[config.mk]
export PLATFORM = sky130hd
export DESIGN_NAME = priority_load_shedding_admission
export DESIGN_NICKNAME = d
export VERILOG_FILES = /design/src/sv/plsa_pkg.sv /design/src/sv/plsa_ctrl.sv /design/src/sv/plsa_dp.sv /design/src/sv/priority_load_shedding_admission.sv
export SDC_FILE = /design/constraint.sdc
export NUM_CORES = 2
export LEC_CHECK = 0
export BUFFER_PORTS_ARGS = -buffer_cell sky130_fd_sc_hd__buf_4
export CAP_MARGIN = 20
export CORE_MARGIN = 4
export CORE_UTILIZATION = 55
export DETAILED_ROUTE_END_ITERATION = 8
export PLACE_DENSITY = 0.74
export SLEW_MARGIN = 20
export SYNTH_ARGS = -nofsm -noshare
export SYNTH_HDL_FRONTEND = slang
export SYNTH_HIERARCHICAL = 1
export SYNTH_SLANG_ARGS = --single-unit
[constraint.sdc]
create_clock -name clk -period 11.2 [get_ports clk]
set_clock_uncertainty 0.1 [all_clocks]
set_input_delay 1.68 -clock clk [delete_from_list [all_inputs] [get_ports clk]]
set_output_delay 1.68 -clock clk [all_outputs]
set_load 0.1 [all_outputs]
[src/sv/plsa_pkg.sv]
package plsa_pkg;

  localparam int unsigned CAP_W = 22;

  localparam logic [3:0]       CRIT_PRIO = 4'd10;
  localparam logic [3:0]       MIN_PRIO  = 4'd1;
  localparam logic [CAP_W-1:0] CAP_RESET = 22'd5000;
  localparam logic [CAP_W-1:0] W22_MAX   = 22'h3F_FFFF;

  localparam logic OP_REGISTER = 1'b0;
  localparam logic OP_TOGGLE   = 1'b1;

  localparam logic [2:0] ST_REGISTERED = 3'd0;
  localparam logic [2:0] ST_ON         = 3'd1;
  localparam logic [2:0] ST_OFF        = 3'd2;
  localparam logic [2:0] ST_REFUSED    = 3'd3;
  localparam logic [2:0] ST_SHED_ON    = 3'd4;
  localparam logic [2:0] ST_SHED_FAIL  = 3'd5;
  localparam logic [2:0] ST_EMPTY      = 3'd6;

  typedef struct packed {
    logic        op;
    logic [5:0]  slot;
    logic [15:0] rate;
    logic        critical;
    logic [3:0]  priority_req;
  } plsa_in_t;

  typedef struct packed {
    logic [2:0]       status;
    logic [63:0]      shed_mask;
    logic [CAP_W-1:0] freed_watts;
    logic [CAP_W-1:0] total_load;
  } plsa_out_t;

  typedef enum logic [2:0] {
    S_IDLE,
    S_READ,
    S_LATCH,
    S_EVAL,
    S_SCAN,
    S_ADMIT,
    S_FIN
  } plsa_state_t;

  typedef struct packed {
    logic       load;
    logic       reg_wr;
    logic       turn_off;
    logic       turn_on;
    logic       need_ld;
    logic       scan_init;
    logic       scan_run;
    logic       status_we;
    logic [2:0] status_code;
    logic       out_load;
  } plsa_cmd_t;

  typedef struct packed {
    logic in_range;
    logic is_reg;
    logic valid;
    logic on;
    logic fits;
    logic critical;
    logic zero_need;
    logic scan_end;
    logic enough;
    logic out_free;
  } plsa_stat_t;

endpackage

[src/sv/plsa_ctrl.sv]
module plsa_ctrl
  import plsa_pkg::*;
(
  input  logic       clk,
  input  logic       rst_n,
  input  logic       in_valid,
  output logic       in_stall,
  input  plsa_stat_t stat,
  output plsa_cmd_t  cmd
);

  plsa_state_t state_r, state_nxt;

  always_ff @(posedge clk) begin
    if (!rst_n) begin
      state_r <= S_IDLE;
    end else begin
      state_r <= state_nxt;
    end
  end

  always_comb begin
    state_nxt = state_r;
    cmd       = '0;
    in_stall  = (state_r != S_IDLE);
    unique case (state_r)
      S_IDLE: begin
        if (in_valid) begin
          cmd.load  = 1'b1;
          state_nxt = S_READ;
        end
      end
      S_READ: begin
        state_nxt = S_LATCH;
      end
      S_LATCH: begin
        cmd.need_ld = 1'b1;
        state_nxt   = S_EVAL;
      end
      S_EVAL: begin
        cmd.status_we = 1'b1;
        state_nxt     = S_FIN;
        priority if (!stat.in_range) begin
          cmd.status_code = ST_EMPTY;
        end else if (stat.is_reg) begin
          cmd.reg_wr      = 1'b1;
          cmd.status_code = ST_REGISTERED;
        end else if (!stat.valid) begin
          cmd.status_code = ST_EMPTY;
        end else if (stat.on) begin
          cmd.turn_off    = 1'b1;
          cmd.status_code = ST_OFF;
        end else if (stat.fits) begin
          cmd.turn_on     = 1'b1;
          cmd.status_code = ST_ON;
        end else if (!stat.critical) begin
          cmd.status_code = ST_REFUSED;
        end else if (stat.zero_need) begin
          cmd.turn_on     = 1'b1;
          cmd.status_code = ST_SHED_ON;
        end else begin
          cmd.status_we = 1'b0;
          cmd.scan_init = 1'b1;
          state_nxt     = S_SCAN;
        end
      end
      S_SCAN: begin
        cmd.scan_run = 1'b1;
        if (stat.scan_end) begin
          state_nxt = S_ADMIT;
        end
      end
      S_ADMIT: begin
        cmd.status_we = 1'b1;
        state_nxt     = S_FIN;
        if (stat.enough) begin
          cmd.turn_on     = 1'b1;
          cmd.status_code = ST_SHED_ON;
        end else begin
          cmd.status_code = ST_SHED_FAIL;
        end
      end
      S_FIN: begin
        if (stat.out_free) begin
          cmd.out_load = 1'b1;
          state_nxt    = S_IDLE;
        end
      end
      default: state_nxt = S_IDLE;
    endcase
  end

endmodule

[src/sv/plsa_dp.sv]
module plsa_dp
  import plsa_pkg::*;
#(
  parameter int SLOTS = 64
) (
  input  logic             clk,
  input  logic             rst_n,
  input  plsa_in_t         in_data,
  input  logic             out_stall,
  output logic             out_valid,
  output plsa_out_t        out_data,
  input  logic             cfg_we,
  input  logic [CAP_W-1:0] cfg_wdata,
  input  plsa_cmd_t        cmd,
  output plsa_stat_t       stat
);

  localparam int SW = (SLOTS > 1) ? $clog2(SLOTS) : 1;
  localparam int TW = (SW + 17 > CAP_W + 1) ? SW + 17 : CAP_W + 1;
  localparam logic [SW-1:0] LAST_IDX = SW'(SLOTS - 1);

  logic [15:0] mem_rate [SLOTS];
  logic [3:0]  mem_prio [SLOTS];
  logic        mem_crit [SLOTS];

  plsa_in_t         req_r;
  logic [CAP_W-1:0] cap_r;
  logic [SLOTS-1:0] valid_r, valid_nxt;
  logic [SLOTS-1:0] on_r, on_nxt;
  logic [TW-1:0]    total_r, total_nxt;
  logic [TW-1:0]    freed_r, freed_nxt;
  logic [63:0]      mask_r, mask_nxt;
  logic [15:0]      need_r;
  logic             crit_r;
  logic [2:0]       status_r;

  logic [15:0]      rd_rate_r;
  logic [3:0]       rd_prio_r;
  logic             rd_crit_r;
  logic [SW-1:0]    rd_idx_r;
  logic [3:0]       rd_p_r;
  logic             rd_last_r;
  logic             rv_r;

  logic [SW-1:0]    scan_i_r;
  logic [3:0]       scan_p_r;
  logic             issue_done_r;

  plsa_out_t        out_r;
  logic             out_valid_r;

  logic [SW-1:0]    slot_idx;
  logic [SW-1:0]    rd_addr;
  logic [3:0]       prio_store;
  logic             hit;
  logic             scan_last;

  assign slot_idx  = SW'(req_r.slot);
  assign rd_addr   = cmd.scan_run ? scan_i_r : slot_idx;
  assign scan_last = (scan_i_r == LAST_IDX) && (scan_p_r == CRIT_PRIO);

  always_comb begin
    if (req_r.critical) begin
      prio_store = CRIT_PRIO;
    end else if (req_r.priority_req < MIN_PRIO) begin
      prio_store = MIN_PRIO;
    end else if (req_r.priority_req > CRIT_PRIO) begin
      prio_store = CRIT_PRIO;
    end else begin
      prio_store = req_r.priority_req;
    end
  end

  always_ff @(posedge clk) begin
    if (cmd.reg_wr) begin
      mem_rate[slot_idx] <= req_r.rate;
      mem_prio[slot_idx] <= prio_store;
      mem_crit[slot_idx] <= req_r.critical;
    end
    rd_rate_r <= mem_rate[rd_addr];
    rd_prio_r <= mem_prio[rd_addr];
    rd_crit_r <= mem_crit[rd_addr];
  end

  // Shed a non-critical on load whose priority matches this pass.
  assign hit = cmd.scan_run && rv_r && valid_r[rd_idx_r] && on_r[rd_idx_r] &&
               !rd_crit_r && (rd_prio_r == rd_p_r);

  always_comb begin
    valid_nxt = valid_r;
    on_nxt    = on_r;
    total_nxt = total_r;
    freed_nxt = freed_r;
    mask_nxt  = mask_r;
    if (cmd.load) begin
      freed_nxt = '0;
      mask_nxt  = '0;
    end
    if (cmd.reg_wr) begin
      if (valid_r[slot_idx] && on_r[slot_idx]) begin
        total_nxt = total_r - TW'(need_r);
      end
      valid_nxt[slot_idx] = 1'b1;
      on_nxt[slot_idx]    = 1'b0;
    end
    if (cmd.turn_off) begin
      on_nxt[slot_idx] = 1'b0;
      total_nxt        = total_r - TW'(need_r);
    end
    if (cmd.turn_on) begin
      on_nxt[slot_idx] = 1'b1;
      total_nxt        = total_r + TW'(need_r);
    end
    if (hit) begin
      on_nxt[rd_idx_r] = 1'b0;
      total_nxt        = total_r - TW'(rd_rate_r);
      freed_nxt        = freed_r + TW'(rd_rate_r);
      for (int k = 0; k < 64; k++) begin
        if (k < SLOTS && 32'(rd_idx_r) == k) begin
          mask_nxt[k] = 1'b1;
        end
      end
    end
  end

  always_ff @(posedge clk) begin
    if (!rst_n) begin
      valid_r      <= '0;
      on_r         <= '0;
      total_r      <= '0;
      cap_r        <= CAP_RESET;
      rv_r         <= 1'b0;
      issue_done_r <= 1'b0;
      out_valid_r  <= 1'b0;
    end else begin
      valid_r <= valid_nxt;
      on_r    <= on_nxt;
      total_r <= total_nxt;
      if (cfg_we) begin
        cap_r <= cfg_wdata;
      end
      if (cmd.scan_init) begin
        rv_r         <= 1'b0;
        issue_done_r <= 1'b0;
      end else if (cmd.scan_run) begin
        rv_r <= !issue_done_r;
        if (!issue_done_r && scan_last) begin
          issue_done_r <= 1'b1;
        end
      end
      if (cmd.out_load) begin
        out_valid_r <= 1'b1;
      end else if (out_valid_r && !out_stall) begin
        out_valid_r <= 1'b0;
      end
    end
  end

  always_ff @(posedge clk) begin
    freed_r <= freed_nxt;
    mask_r  <= mask_nxt;
    if (cmd.load) begin
      req_r <= in_data;
    end
    if (cmd.need_ld) begin
      need_r <= rd_rate_r;
      crit_r <= rd_crit_r;
    end
    if (cmd.status_we) begin
      status_r <= cmd.status_code;
    end
    if (cmd.scan_init) begin
      scan_i_r <= '0;
      scan_p_r <= MIN_PRIO;
    end else if (cmd.scan_run && !issue_done_r) begin
      rd_idx_r  <= scan_i_r;
      rd_p_r    <= scan_p_r;
      rd_last_r <= scan_last;
      if (scan_i_r == LAST_IDX) begin
        scan_i_r <= '0;
        scan_p_r <= scan_p_r + 4'd1;
      end else begin
        scan_i_r <= scan_i_r + 1'b1;
      end
    end
    if (cmd.out_load) begin
      out_r.status      <= status_r;
      out_r.shed_mask   <= mask_r;
      out_r.freed_watts <= (freed_r > TW'(W22_MAX)) ? W22_MAX : freed_r[CAP_W-1:0];
      out_r.total_load  <= (total_r > TW'(W22_MAX)) ? W22_MAX : total_r[CAP_W-1:0];
    end
  end

  always_comb begin
    stat           = '0;
    stat.in_range  = (32'(req_r.slot) < SLOTS);
    stat.is_reg    = (req_r.op == OP_REGISTER);
    stat.valid     = valid_r[slot_idx];
    stat.on        = on_r[slot_idx];
    stat.fits      = ((total_r + TW'(need_r)) <= TW'(cap_r));
    stat.critical  = crit_r;
    stat.zero_need = (need_r == 16'd0);
    stat.scan_end  = (freed_nxt >= TW'(need_r)) || (rv_r && rd_last_r);
    stat.enough    = (freed_r >= TW'(need_r));
    stat.out_free  = !out_valid_r || !out_stall;
  end

  assign out_valid = out_valid_r;
  assign out_data  = out_r;

  a_on_from_off: assert property (@(posedge clk) disable iff (!rst_n)
    cmd.turn_on |-> !on_r[slot_idx])
    else $error("admitting a load that is already on");

  a_no_overshed: assert property (@(posedge clk) disable iff (!rst_n)
    hit |-> (freed_r < TW'(need_r)))
    else $error("shedding continued after enough watts were freed");

  a_reg_off: assert property (@(posedge clk) disable iff (!rst_n)
    cmd.reg_wr |=> valid_r[$past(slot_idx)] && !on_r[$past(slot_idx)])
    else $error("registered slot not valid and off");

endmodule

[src/sv/priority_load_shedding_admission.sv]
// Channel  Direction  Handshake           Payload
// in       input      in_valid/in_stall   in_data  (plsa_in_t)
// out      output     out_valid/out_stall out_data (plsa_out_t)
// cfg      input      cfg_we              cfg_wdata (max_capacity)
//
// Register and toggle without shedding pass through READ, LATCH, EVAL and FIN.
// A shedding toggle adds the SCAN and ADMIT states: the scan reads the load
// table memory one slot per cycle for each priority 1..10, stopping early.
// One transaction is in flight; in_stall is high until its result is loaded.
// rst_n (synchronous) clears all slots to empty and max_capacity to 5000.
// A stalled result holds in the output register while the next input is taken.
module priority_load_shedding_admission
  import plsa_pkg::*;
#(
  parameter int SLOTS = 64
) (
  input  logic             clk,
  input  logic             rst_n,
  input  logic             in_valid,
  output logic             in_stall,
  input  plsa_in_t         in_data,
  output logic             out_valid,
  input  logic             out_stall,
  output plsa_out_t        out_data,
  input  logic             cfg_we,
  input  logic [CAP_W-1:0] cfg_wdata
);

  plsa_cmd_t  cmd;
  plsa_stat_t stat;

  plsa_ctrl u_ctrl (
    .clk      (clk),
    .rst_n    (rst_n),
    .in_valid (in_valid),
    .in_stall (in_stall),
    .stat     (stat),
    .cmd      (cmd)
  );

  plsa_dp #(
    .SLOTS (SLOTS)
  ) u_dp (
    .clk       (clk),
    .rst_n     (rst_n),
    .in_data   (in_data),
    .out_stall (out_stall),
    .out_valid (out_valid),
    .out_data  (out_data),
    .cfg_we    (cfg_we),
    .cfg_wdata (cfg_wdata),
    .cmd       (cmd),
    .stat      (stat)
  );

endmodule
==> results by group <==
Pwr
  – Internal power: 11800 µW
  – PwrDens: 186 mW/mm²
  – Clock group share of total power: 38.4%
  – Static leakage: 0.0284 µW
  – Sw Share: 25.4%
  – Sequential power share: 48.2%
  – Total power: 15800 µW
  – Worst VDD drop: 0.000195 V
  – Switching pwr: 4020 µW
  – Comb pwr share: 13.4%

STA
  – Slew HR: 21.0%
  – RSZ-0062 raised after global routing: no
  – Fin. Hold Viols: 0
  – Min Hold Slack: 0.320 ns
  – Worst Setup Slack, final: 3.40 ns
  – Fin Setup TNS: 0 ns
  – Pins Over Slew Limit: 0
  – Highest clock rate: 128 MHz
  – Worst slew pin tran: 1.18 ns
  – Minimum clock period: 7.80 ns
  – Final setup viols: 0
  – Share of the clock period used by the worst path: 69.6%

Min path
  – Hold crit path type: reg -> reg
  – Hold Path Stages: 0
  – Hold path start: u_dp/status_r[2]$_DFFE_PP_
  – Worst Hold End: u_dp/out_data[110]$_DFFE_PP_

Critical path
  – CP required: 11.79 ns
  – Worst r2r path cells: 27
  – RR Startpoint: u_dp/need_r[0]$_DFFE_PP_
  – Critical path startpoint category: flip-flop
  – Critical path peak fanout: 33
  – Slowest stage cell, crit path: o32ai_4
  – Crit end category: flip-flop
  – Cell with the most instances on the worst path: a21oi_1
  – Crit-path max cell delay: 0.53 ns
  – Worst Path Arrival: 8.39 ns
  – WS Path Type: reg -> reg
  – R2R setup slack: 3.40 ns
  – R2r endpoint: u_dp/total_r[6]$_SDFFE_PN0P_

Synthesis
  – Synth Net Count: 5004
  – Number of synthesized flops with an enable pin: 1514
  – Seq/Total Area, Yosys: 68.2%
  – Syn. warnings: 6
  – Synth Instances: 4824
  – Count leader, synth: edfxtp_1
  – Ys async rst share: 0%
  – Synth Register Bits: 1811
  – Most frequent cells after synthesis: 1514 x edfxtp_1, 377 x mux4_2, 359 x nand2_1
  – Dominant cell type by area after synthesis: edfxtp_1
  – Synth Area per Inst: 15.6 µm²
  – Synth cell types: 95
  – Yosys top cell area share: 60.3%
  – Mapped cell area: 0.0754 mm²
  – Top FF cell, synth: edfxtp_1
  – Top cells by area, synth: edfxtp_1 60%, mux4_2 11%, dfxtp_1 7.9%

Cells and area
  – Reg area: 0.0514 mm²
  – Share of cells above drive strength 1: 20.8%
  – Nets@finish: 5163
  – Multi-input gate area: 0.0227 mm²
  – Inserted Diodes: 0
  – Filler cells: 9578
  – P&R area growth vs syn: 12.6%
  – Design area: 0.0849 mm²

Drt
  – Max Used Layer: met5
  – Met2 wire len: 92.2 mm
  – Total wire length: 193 mm
  – Via Count: 44801
  – Initial DRC Count: 5757
  – Post-route DRC: 0
  – Drt first pass iters: 7
  – Post-DRT Antenna Nets: 0
  – WL met1: 72.5 mm
  – Routed len/inst: 27.8 µm
  – DR vias/cell: 6.48
  – Met3 routed WL: 20.2 mm

Clocking
  – Worst skew pair latency: 0.81 ns
  – Setup bufs post-CTS: 0
  – CTS tree: done
  – Clock Root Buffer: clkbuf_16
  – CTS H-Tree Depth: 4
  – PostCTS Resize Cnt: 0
  – Clock Sink Count: 1811
  – Clk slew on worst S/H paths: 0.06 ns
  – Total CTS buffers: 176
  – Max Buffers Root-to-Sink: 3
  – Hold_buf cts: 0

Placement
  – Placed instance area: 0.0789 mm²
  – HPWL after DPL: 110 mm
  – RePlAce Congestion: 0.958
  – Worst slack, placed: 3.42 ns
  – PortBufs: 167

Global route
  – Initial antenna violation count: 4
  – Total grt overflow: 0
  – Pin count of the biggest net entering global routing: 127
  – First-pass GRT wire length: 284 mm
  – Vias in the first global route: 44101
  – Gr usage total: 26.8%

Floorplanning
  – Die area: 0.143 mm²
  – Core outline area: 0.136 mm²
  – Chip Height: 378 µm
  – Die Wd: 378 µm
  – Number of placement rows: 135
  – Num ports: 168
  – Initial Utilization: 55.5%

Status
  – Status: complete, no violations

Job
  – Max Cap Viol: 0
==> metal layers <==
metal / vias up / GRT usage [%]
li1: 19168 / -
met1: 22616 / 37.0
met2: 2602 / 42.8
met3: 413 / 5.17
met4: 2 / 10.3
met5: - / 0
==> sequential cells by signal (all words and copies together) (netlist names), 6 cells and up <==
signal,flops
u_dp/mem_rate,1024
u_dp/slot_idx,6
u_dp/need_r,16
u_dp/valid_r,64
u_dp/rd_rate_r,16
u_dp/req_r,22
u_dp/mem_crit,64
u_dp/out_data,111
u_dp/total_r,23
u_dp/rd_idx_r,6
u_dp/scan_i_r,6
u_dp/mask_r,64
u_dp/cap_r,22
u_dp/mem_prio,256
u_dp/on_r,64
u_dp/freed_r,23
==> per-stage QoR <==
stage / utilization, % / std cells
2_1_floorplan: - / 4824
3_3_place_gp: 58.1 / 6586
3_5_place_dp: 58.1 / 6586
4_1_cts: 62.5 / 6915
5_1_grt: 62.5 / 6915
6_report: 62.5 / 6915
==> logic make-up after synthesis <==
| kind of cell | count (synthesis) | synth area share [%] |
|---|---|---|
| buffers and inverters | 444 | 2.46 |
| DFF | 1811 | 68.2 |
| muxes | 445 | 12.2 |
| xor gates and xnor gates | 62 | 0.720 |
| and+or+nand+nor | 1059 | 6.69 |
| adders and majority gates | 125 | 2.11 |
| AOI/OAI and AO/OA | 877 | 7.67 |
| other | 1 | 0.00497 |
==> placed cells by master (no fill, tap or decap), types with 12 or more instances in the layout <==
cell type | netlist | layout
nor2_2 | 1 | 34
bufinv_16 | 0 | 23
o22ai_1 | 71 | 71
edfxtp_1 | 1514 | 1514
xor2_1 | 19 | 19
a21o_1 | 24 | 24
a211oi_1 | 131 | 130
clkinv_1 | 2 | 28
nor2_1 | 283 | 216
a311oi_1 | 47 | 46
clkbuf_16 | 0 | 179
clkinv_2 | 0 | 27
inv_1 | 161 | 161
ha_1 | 121 | 121
nand2_1 | 359 | 359
nand3b_1 | 23 | 23
xnor2_1 | 43 | 43
dfxtp_1 | 297 | 297
a22oi_1 | 16 | 16
nor2_4 | 0 | 34
a21oi_1 | 161 | 160
nand3_1 | 51 | 51
nand4_1 | 22 | 22
mux2i_1 | 56 | 51
and3_1 | 16 | 15
or2_2 | 48 | 48
o21a_1 | 45 | 45
nor2b_1 | 29 | 29
nor4_1 | 13 | 13
nand2b_1 | 33 | 33
buf_4 | 14 | 253
a31oi_1 | 78 | 78
clkbuf_1 | 160 | 37
a211o_1 | 12 | 12
nor3_1 | 30 | 29
o21ai_0 | 182 | 181
mux4_2 | 377 | 377
and2_1 | 96 | 96
==> layout make-up <==
type                            instances  area share [%]
Clock buffer                          227            5.62
Clock inverter                        102            1.41
Inverter                              165           0.729
Multi-Input combinational cell       2569            26.7
Sequential cell                      1811            60.5
Tap cell                             1781            2.62
Timing Repair Buffer                  260            2.40
==> how the worst max path moves through the flow <==
stage | slack (ns) | start | to | cells after the start
final | 3.40 | u_dp/need_r[0]$_DFFE_PP_ | u_dp/total_r[6]$_SDFFE_PN0P_ | 27
after global routing | 2.97 | u_dp/need_r[0]$_DFFE_PP_ | u_dp/total_r[6]$_SDFFE_PN0P_ | 27
after CTS | 3.42 | u_dp/need_r[0]$_DFFE_PP_ | u_dp/total_r[6]$_SDFFE_PN0P_ | 27
after detailed placement | 3.42 | u_dp/need_r[0]$_DFFE_PP_ | u_dp/total_r[6]$_SDFFE_PN0P_ | 27
after global placement | 3.46 | u_dp/need_r[0]$_DFFE_PP_ | u_dp/total_r[6]$_SDFFE_PN0P_ | 27
after floorplan | 0.42 | out_stall | u_dp/out_data[0]$_SDFFCE_PN1P_ | 3
==> worst max-delay path, delay by kind of cell (launching register included) <==
| kind | cells | cell delay (ns) |
|---|---|---|
| buffers and inverters | 2 | 0.93 |
| AOI/OAI and AO/OA | 12 | 3.23 |
| xor gates and xnor gates | 2 | 0.23 |
| adders and majority gates | 3 | 1.04 |
| muxes | 2 | 0.22 |
| and+or+nand+nor | 6 | 1.43 |
| DFF | 1 | 0.50 |
==> power by group through the flow <==
stage          Combinational (µW)  Sequential [µW]  Clock, µW
2_1_floorplan                1340             7820          0
3_3_place_gp                 2060             7760          0
3_5_place_dp                 2100             7770          0
4_1_cts                      2110             7620       6160
5_1_grt                      2270             7630       6470
6_report                     2120             7620       6090
No activity file was read; power rests on OpenSTA's default activity.
